**src/sv/gf31m_pkg.sv**
```systemverilog
// ----------------------------------------------------------------------------
// gf31m_pkg
// Shared types, constants and GF(31) helpers for the extension field MAC.
// ----------------------------------------------------------------------------
package gf31m_pkg;

  localparam int COEFF_W   = 5;
  localparam int IDX_W     = 6;
  localparam int PROD_W    = 2 * COEFF_W;
  localparam int SUM_W     = PROD_W + 1;
  localparam int LEN_SHORT = 60;
  localparam int LEN_LONG  = 63;

  localparam logic [COEFF_W-1:0] FIELD_P = 5'd31;

  // -f_k mod 31 for the low terms of each reduction polynomial
  localparam logic [COEFF_W-1:0] S_TAP0 = 5'd4;   // -27
  localparam logic [COEFF_W-1:0] S_TAP1 = 5'd28;  // -3
  localparam logic [COEFF_W-1:0] S_TAP2 = 5'd30;  // -1
  localparam logic [COEFF_W-1:0] L_TAP0 = 5'd29;  // -2
  localparam logic [COEFF_W-1:0] L_TAP2 = 5'd30;  // -1

  // register index, decoded from paddr[2]
  localparam logic REG_POLY_MODE = 1'b0;

  typedef struct packed {
    logic wr_en;
    logic rd_en;
    logic step_en;
    logic first_step;
    logic add_acc;
    logic long_mode;
    logic emit_en;
    logic emit_last;
  } ctrl_cmd_t;

  typedef logic [COEFF_W-1:0] coeff_t;

  function automatic coeff_t canon(input coeff_t c);
    return (c == FIELD_P) ? '0 : c;
  endfunction

  // 2^5 = 1 mod 31: fold twice, then one conditional subtract
  function automatic coeff_t mod31(input logic [SUM_W-1:0] v);
    logic [6:0] s1;
    logic [5:0] s2;
    s1 = {1'b0, v[10:5]} + {2'b00, v[4:0]};
    s2 = {4'b0000, s1[6:5]} + {1'b0, s1[4:0]};
    return (s2 >= {1'b0, FIELD_P}) ? 5'(s2 - {1'b0, FIELD_P}) : s2[4:0];
  endfunction

  function automatic logic [PROD_W-1:0] mul5(input coeff_t a, input coeff_t b);
    return {5'b00000, a} * {5'b00000, b};
  endfunction

endpackage

```
**src/sv/gf31m_ctrl.sv**
```systemverilog
// ----------------------------------------------------------------------------
// gf31m_ctrl
// Sequencer: load count, Horner step count over the factor A store, and
// result emission count.
// ----------------------------------------------------------------------------
module gf31m_ctrl #(
  parameter int MAX_COEFFS = 63,
  parameter int AW = $clog2(MAX_COEFFS),
  parameter int CW = $clog2(MAX_COEFFS + 1)
) (
  input  logic                 clk,
  input  logic                 rst_n,
  input  logic                 start,
  input  logic                 mode_long,
  output logic                 busy,
  output gf31m_pkg::ctrl_cmd_t cmd,
  output logic [AW-1:0]        wr_idx,
  output logic [AW-1:0]        rd_addr,
  output logic [AW-1:0]        emit_idx
);

  typedef enum logic {ST_LOAD, ST_CALC} state_t;

  state_t        state_r, state_nxt;
  logic [CW-1:0] load_cnt_r, load_cnt_nxt;
  logic [CW-1:0] step_r, step_nxt;
  logic          long_r, long_nxt;
  logic          emit_on_r, emit_on_nxt;
  logic [CW-1:0] emit_cnt_r, emit_cnt_nxt;

  logic          accept;
  logic [CW-1:0] n_cur;
  logic [CW-1:0] n_lat;
  logic [CW-1:0] k_inc;
  logic [CW-1:0] rd_full;

  always_comb begin
    n_cur   = mode_long ? CW'(gf31m_pkg::LEN_LONG) : CW'(gf31m_pkg::LEN_SHORT);
    n_lat   = long_r ? CW'(gf31m_pkg::LEN_LONG) : CW'(gf31m_pkg::LEN_SHORT);
    busy    = (state_r == ST_CALC);
    accept  = start && !busy;
    k_inc   = load_cnt_r + CW'(1);
    rd_full = n_lat - CW'(1) - step_r;

    wr_idx   = load_cnt_r[AW-1:0];
    rd_addr  = rd_full[AW-1:0];
    emit_idx = emit_cnt_r[AW-1:0];

    cmd.wr_en      = accept;
    cmd.rd_en      = busy && (step_r < n_lat);
    cmd.step_en    = busy && (step_r != '0);
    cmd.first_step = (step_r == CW'(1));
    cmd.add_acc    = (step_r == n_lat);
    cmd.long_mode  = long_r;
    cmd.emit_en    = emit_on_r;
    cmd.emit_last  = (emit_cnt_r == n_lat - CW'(1));

    state_nxt    = state_r;
    load_cnt_nxt = load_cnt_r;
    step_nxt     = step_r;
    long_nxt     = long_r;
    emit_on_nxt  = emit_on_r;
    emit_cnt_nxt = emit_cnt_r;

    if (emit_on_r) begin
      if (cmd.emit_last) begin
        emit_on_nxt = 1'b0;
      end else begin
        emit_cnt_nxt = emit_cnt_r + CW'(1);
      end
    end

    case (state_r)
      ST_LOAD: begin
        if (accept) begin
          if (k_inc >= n_cur) begin
            load_cnt_nxt = '0;
            long_nxt     = mode_long;
            step_nxt     = '0;
            state_nxt    = ST_CALC;
          end else begin
            load_cnt_nxt = k_inc;
          end
        end
      end
      ST_CALC: begin
        if (step_r == n_lat) begin
          state_nxt    = ST_LOAD;
          emit_on_nxt  = 1'b1;
          emit_cnt_nxt = '0;
        end else begin
          step_nxt = step_r + CW'(1);
        end
      end
      default: state_nxt = ST_LOAD;
    endcase
  end

  always_ff @(posedge clk) begin
    if (!rst_n) begin
      state_r    <= ST_LOAD;
      load_cnt_r <= '0;
      step_r     <= '0;
      long_r     <= 1'b0;
      emit_on_r  <= 1'b0;
      emit_cnt_r <= '0;
    end else begin
      state_r    <= state_nxt;
      load_cnt_r <= load_cnt_nxt;
      step_r     <= step_nxt;
      long_r     <= long_nxt;
      emit_on_r  <= emit_on_nxt;
      emit_cnt_r <= emit_cnt_nxt;
    end
  end

endmodule

```
**config.mk**
```make
export PLATFORM = sky130hd
export DESIGN_NAME = gf31m_ctrl
export DESIGN_NICKNAME = d
export VERILOG_FILES = /design/src/sv/gf31m_pkg.sv /design/src/sv/gf31m_ctrl.sv
export SDC_FILE = /design/constraint.sdc
export NUM_CORES = 1
export LEC_CHECK = 0
export BUFFER_PORTS_ARGS = -buffer_cell sky130_fd_sc_hd__clkbuf_2
export CORE_AREA = 2 2 61 48
export DETAILED_ROUTE_END_ITERATION = 10
export DIE_AREA = 0 0 63 50
export PLACE_DENSITY = 0.85
export RECOVER_POWER = 100
export SYNTH_ARGS = -nofsm -noshare
export SYNTH_HDL_FRONTEND = slang
export SYNTH_SLANG_ARGS = --single-unit
```
**constraint.sdc**
```tcl
create_clock -name clk -period 2.4 [get_ports clk]
set_clock_uncertainty 0.15 [all_clocks]
set_input_delay 0.36 -clock clk [delete_from_list [all_inputs] [get_ports clk]]
set_output_delay 0.36 -clock clk [all_outputs]
set_load 0.01 [all_outputs]
```
==> impl_results.rst <==
.. list-table::
   :header-rows: 1

   * - Metric
     - Value
   * - Result of the run
     - completed
   * - Top-level I/O count
     - 31
   * - Topmost layer with routed signal wires
     - met4
   * - DR WL met2
     - 1180 um
   * - Clock period minus worst slack
     - 2.31 ns
   * - Routability Congestion
     - 0.886
   * - CP startpoint kind
     - flop
   * - Number of fill cells
     - 274
   * - Area growth syn-to-layout
     - 14.3%
   * - Hold violation total from the final report
     - 0
   * - M1 WL
     - 1340 um
   * - Pre-antenna DRT Iters
     - 4
   * - Power after layout
     - 0.579 mW
   * - Final-report max-slew violation count
     - 0
   * - Initial DRC Count
     - 73
   * - Via density
     - 5.17
   * - Required arrival time at the worst endpoint
     - 1.89 ns
   * - Delay of the slowest cell on the worst path
     - 0.46 ns
   * - Worst voltage drop across the vdd grid
     - 0.000295 V
   * - Clock transition at the register clock pins on the worst setup and hold paths after CTS
     - 0.12 ns
   * - Clock latency on the worst-skew pair
     - 0.31 ns
   * - Maximum achievable frequency
     - 0.433 GHz
   * - Met3 wire length
     - 160 um
   * - Routed wirelength normalized by instance count
     - 12.1 um
   * - Number of nets with antenna violations after detailed routing
     - 0
   * - Cell-by-cell listing of the critical path
     - or3b_2 -> a21oi_1 -> clkbuf_2
   * - Root buffer selected by CTS
     - sky130_fd_sc_hd__clkbuf_4
   * - Number of antenna violations at the first check in global routing
     - 0
   * - Total clock sinks
     - 21
   * - Synthesized instance count
     - 154
   * - Fraction of layout cells with a size suffix above 1
     - 10.8%
   * - Count of antenna diodes in the layout
     - 0
   * - Critical Path End Type
     - output pin
   * - Depth of the CTS H-tree
     - 1
   * - Horiz. Die Dim
     - 63 um
   * - Std-Cell Core Area
     - 2540 sq um
   * - Die area
     - 3150 sq um
   * - Final global-route overflow total
     - 0
   * - Slowest library cell on the worst path
     - sky130_fd_sc_hd__or3b_2
   * - Transition time of the tightest slew-check pin
     - 0.402 ns
   * - Count of buffers inserted at the top-level ports
     - 30
   * - Total power divided by cell area
     - 399 nW/um^2
   * - Worst min-delay path category
     - input port to flop
   * - Global Route Usage Sum
     - 18.4%
   * - Number of flip-flops and latches in the synthesized netlist
     - 21
   * - TritonCTS clock tree
     - done
   * - Largest net degree at the start of global routing
     - 15
   * - # rows
     - 16
   * - Setup repair after global routing missed its margin
     - false
   * - Longest Clk Path Bufs
     - 2
   * - Total number of vias
     - 1148
   * - Leak
     - 0.561 nW
   * - Net count after synthesis
     - 170
   * - Part of the Yosys area used for sequential elements
     - 33.2%
   * - Total negative slack
     - 0 ns
   * - Initial core utilization
     - 49.9%
   * - DRC violation count after routing
     - 0
   * - Largest fanout on the critical path
     - 6
   * - Part of the cycle the worst path needs
     - 96.2%
   * - Max transition margin
     - 73.2%
   * - First-pass GRT wire length
     - 4610 um
   * - Count of synthesis-stage warnings from yosys
     - 0
   * - Post-detailed-routing wire length
     - 2690 um
   * - Netlist cell types
     - 34
   * - Category of the most critical setup path
     - flop to output pin
   * - Total clock buffers created by CTS
     - 3
   * - Max_cap viols
     - 0
   * - Hold buffers post-CTS
     - 0
   * - Arrival time of data at the critical path endpoint
     - 1.80 ns
   * - DIE HEIGHT
     - 50 um
   * - Final count of negative-setup-slack endpoints
     - 0
   * - Number of global-route vias before repair
     - 1039
   * - Post-Synthesis Cell Area
     - 1270 sq um
   * - Smallest hold slack
     - 0.154 ns
   * - Mean instance size in the synthesized netlist
     - 8.23 sq um
   * - NumNets Final
     - 203
   * - Hpwl dp
     - 2040 um
==> cell type report <==
| cell class | count | area, sq um | area share [%] |
|---|---|---|---|
| well taps | 36 | 45.0 | 3.11 |
| flip-flops and latches | 21 | 425 | 29.4 |
| repair buffers | 35 | 153 | 10.5 |
| clock buffers | 4 | 26.3 | 1.81 |
| multi-input cells | 116 | 762 | 52.6 |
| inverters | 10 | 37.5 | 2.59 |
==> Yosys cell counts <==
cell type | n | area (sq um)
sky130_fd_sc_hd__a21boi_0 | 4 | 30.0
sky130_fd_sc_hd__nor2_1 | 21 | 78.8
sky130_fd_sc_hd__mux2i_1 | 1 | 10.0
sky130_fd_sc_hd__nand2_1 | 15 | 56.3
sky130_fd_sc_hd__nor3_1 | 4 | 20.0
sky130_fd_sc_hd__o21ai_0 | 2 | 10.0
sky130_fd_sc_hd__nand3b_1 | 1 | 7.51
sky130_fd_sc_hd__o21a_1 | 1 | 7.51
sky130_fd_sc_hd__ha_1 | 12 | 150
sky130_fd_sc_hd__nor4_1 | 1 | 6.26
sky130_fd_sc_hd__nor2b_1 | 1 | 6.26
sky130_fd_sc_hd__o211ai_1 | 1 | 7.51
sky130_fd_sc_hd__and3_1 | 1 | 6.26
sky130_fd_sc_hd__dfxtp_1 | 21 | 420
sky130_fd_sc_hd__nor3b_1 | 1 | 7.51
sky130_fd_sc_hd__or3b_2 | 1 | 8.76
sky130_fd_sc_hd__a31oi_1 | 1 | 6.26
sky130_fd_sc_hd__and2_1 | 1 | 6.26
sky130_fd_sc_hd__o31ai_1 | 1 | 7.51
sky130_fd_sc_hd__o21ai_1 | 1 | 5.00
sky130_fd_sc_hd__xnor2_1 | 12 | 105
sky130_fd_sc_hd__nand4_1 | 3 | 18.8
sky130_fd_sc_hd__a41oi_1 | 1 | 8.76
sky130_fd_sc_hd__nand2b_1 | 3 | 18.8
sky130_fd_sc_hd__clkbuf_1 | 4 | 15.0
sky130_fd_sc_hd__or3_4 | 2 | 22.5
sky130_fd_sc_hd__o31ai_2 | 1 | 12.5
sky130_fd_sc_hd__xor2_1 | 6 | 52.6
sky130_fd_sc_hd__buf_4 | 3 | 22.5
sky130_fd_sc_hd__a21oi_1 | 5 | 25.0
sky130_fd_sc_hd__a211oi_1 | 2 | 15.0
sky130_fd_sc_hd__nand3_1 | 9 | 45.0
sky130_fd_sc_hd__a41o_1 | 1 | 10.0
sky130_fd_sc_hd__inv_1 | 10 | 37.5
==> final timing paths <==
check	start	endpoint	slack, ns	cells after the start
worst max-delay path	emit_idx[0]	cmd[0]	0.09	3
worst min-delay path	mode_long	long_r	0.15	3
worst max register to register	wr_idx[0]	step_r[1]	0.13	6
worst min register to register	wr_idx[5]	wr_idx[5]	0.35	1
==> metrics by stage <==
stage | worst slack, ns | cells | instance area, sq um | utilization, %
detailed placement | 0.199 | 218 | 1460 | 57.5
floorplan | 0.144 | 154 | 1270 | -
finish | 0.0907 | 222 | 1450 | 57.0
global route | 0.00738 | 222 | 1450 | 57.0
CTS | 0.0137 | 222 | 1490 | 58.6
global placement | 0.236 | 218 | 1460 | 57.5
==> cells in the final DEF (no fill, tap or decap), types with 4 or more instances in the layout <==
master | synthesis | layout
sky130_fd_sc_hd__a21boi_0 | 4 | 4
sky130_fd_sc_hd__a21oi_1 | 5 | 5
sky130_fd_sc_hd__clkbuf_1 | 4 | 23
sky130_fd_sc_hd__clkbuf_2 | 0 | 11
sky130_fd_sc_hd__dfxtp_1 | 21 | 19
sky130_fd_sc_hd__ha_1 | 12 | 12
sky130_fd_sc_hd__inv_1 | 10 | 10
sky130_fd_sc_hd__nand2_1 | 15 | 15
sky130_fd_sc_hd__nand3_1 | 9 | 9
sky130_fd_sc_hd__nor2_1 | 21 | 21
sky130_fd_sc_hd__nor3_1 | 4 | 4
sky130_fd_sc_hd__xnor2_1 | 12 | 12
sky130_fd_sc_hd__xor2_1 | 6 | 6
==> worst max-delay path, delay by kind of cell (launching register included) <==
family          cells  cell delay [ns]
simple gates        1             0.46
buf+inv             1             0.21
flops               1             0.45
compound gates      1             0.37
==> per-layer routing <==
layer,track usage [%],vias up
li1,-,582
met1,24.8,530
met2,29.4,33
met3,4.57,3
met4,4.44,0
met5,0,-
==> sequential cells by signal, summed over array words and instances, names as in the netlist <==
signal	count
wr_idx	6
busy	1
emit_on_r	1
step_r	6
long_r	1
emit_idx	6
==> repair_timing <==
action                                 4_1_cts  5_1_grt
gates resized for setup                      0        5
setup endpoints to repair                    0        2
endpoints found under the hold margin        0        0
buffers inserted                             0        0
==> where the power goes <==
group          switching, mW  internal (mW)
logic                 0.0280         0.0184
registers            0.00258          0.351
clock network          0.114         0.0650
total                  0.144          0.434
==> logic make-up after synthesis <==
logic type,Yosys count,share of synthesized area [%]
mux,1,0.790
buf+inv,17,5.92
flops,21,33.2
compound gates,21,11.5
xor+xnor,18,12.4
simple gates,64,24.4
fa+ha+maj,12,11.8
(Power assumes the default switching activity.)
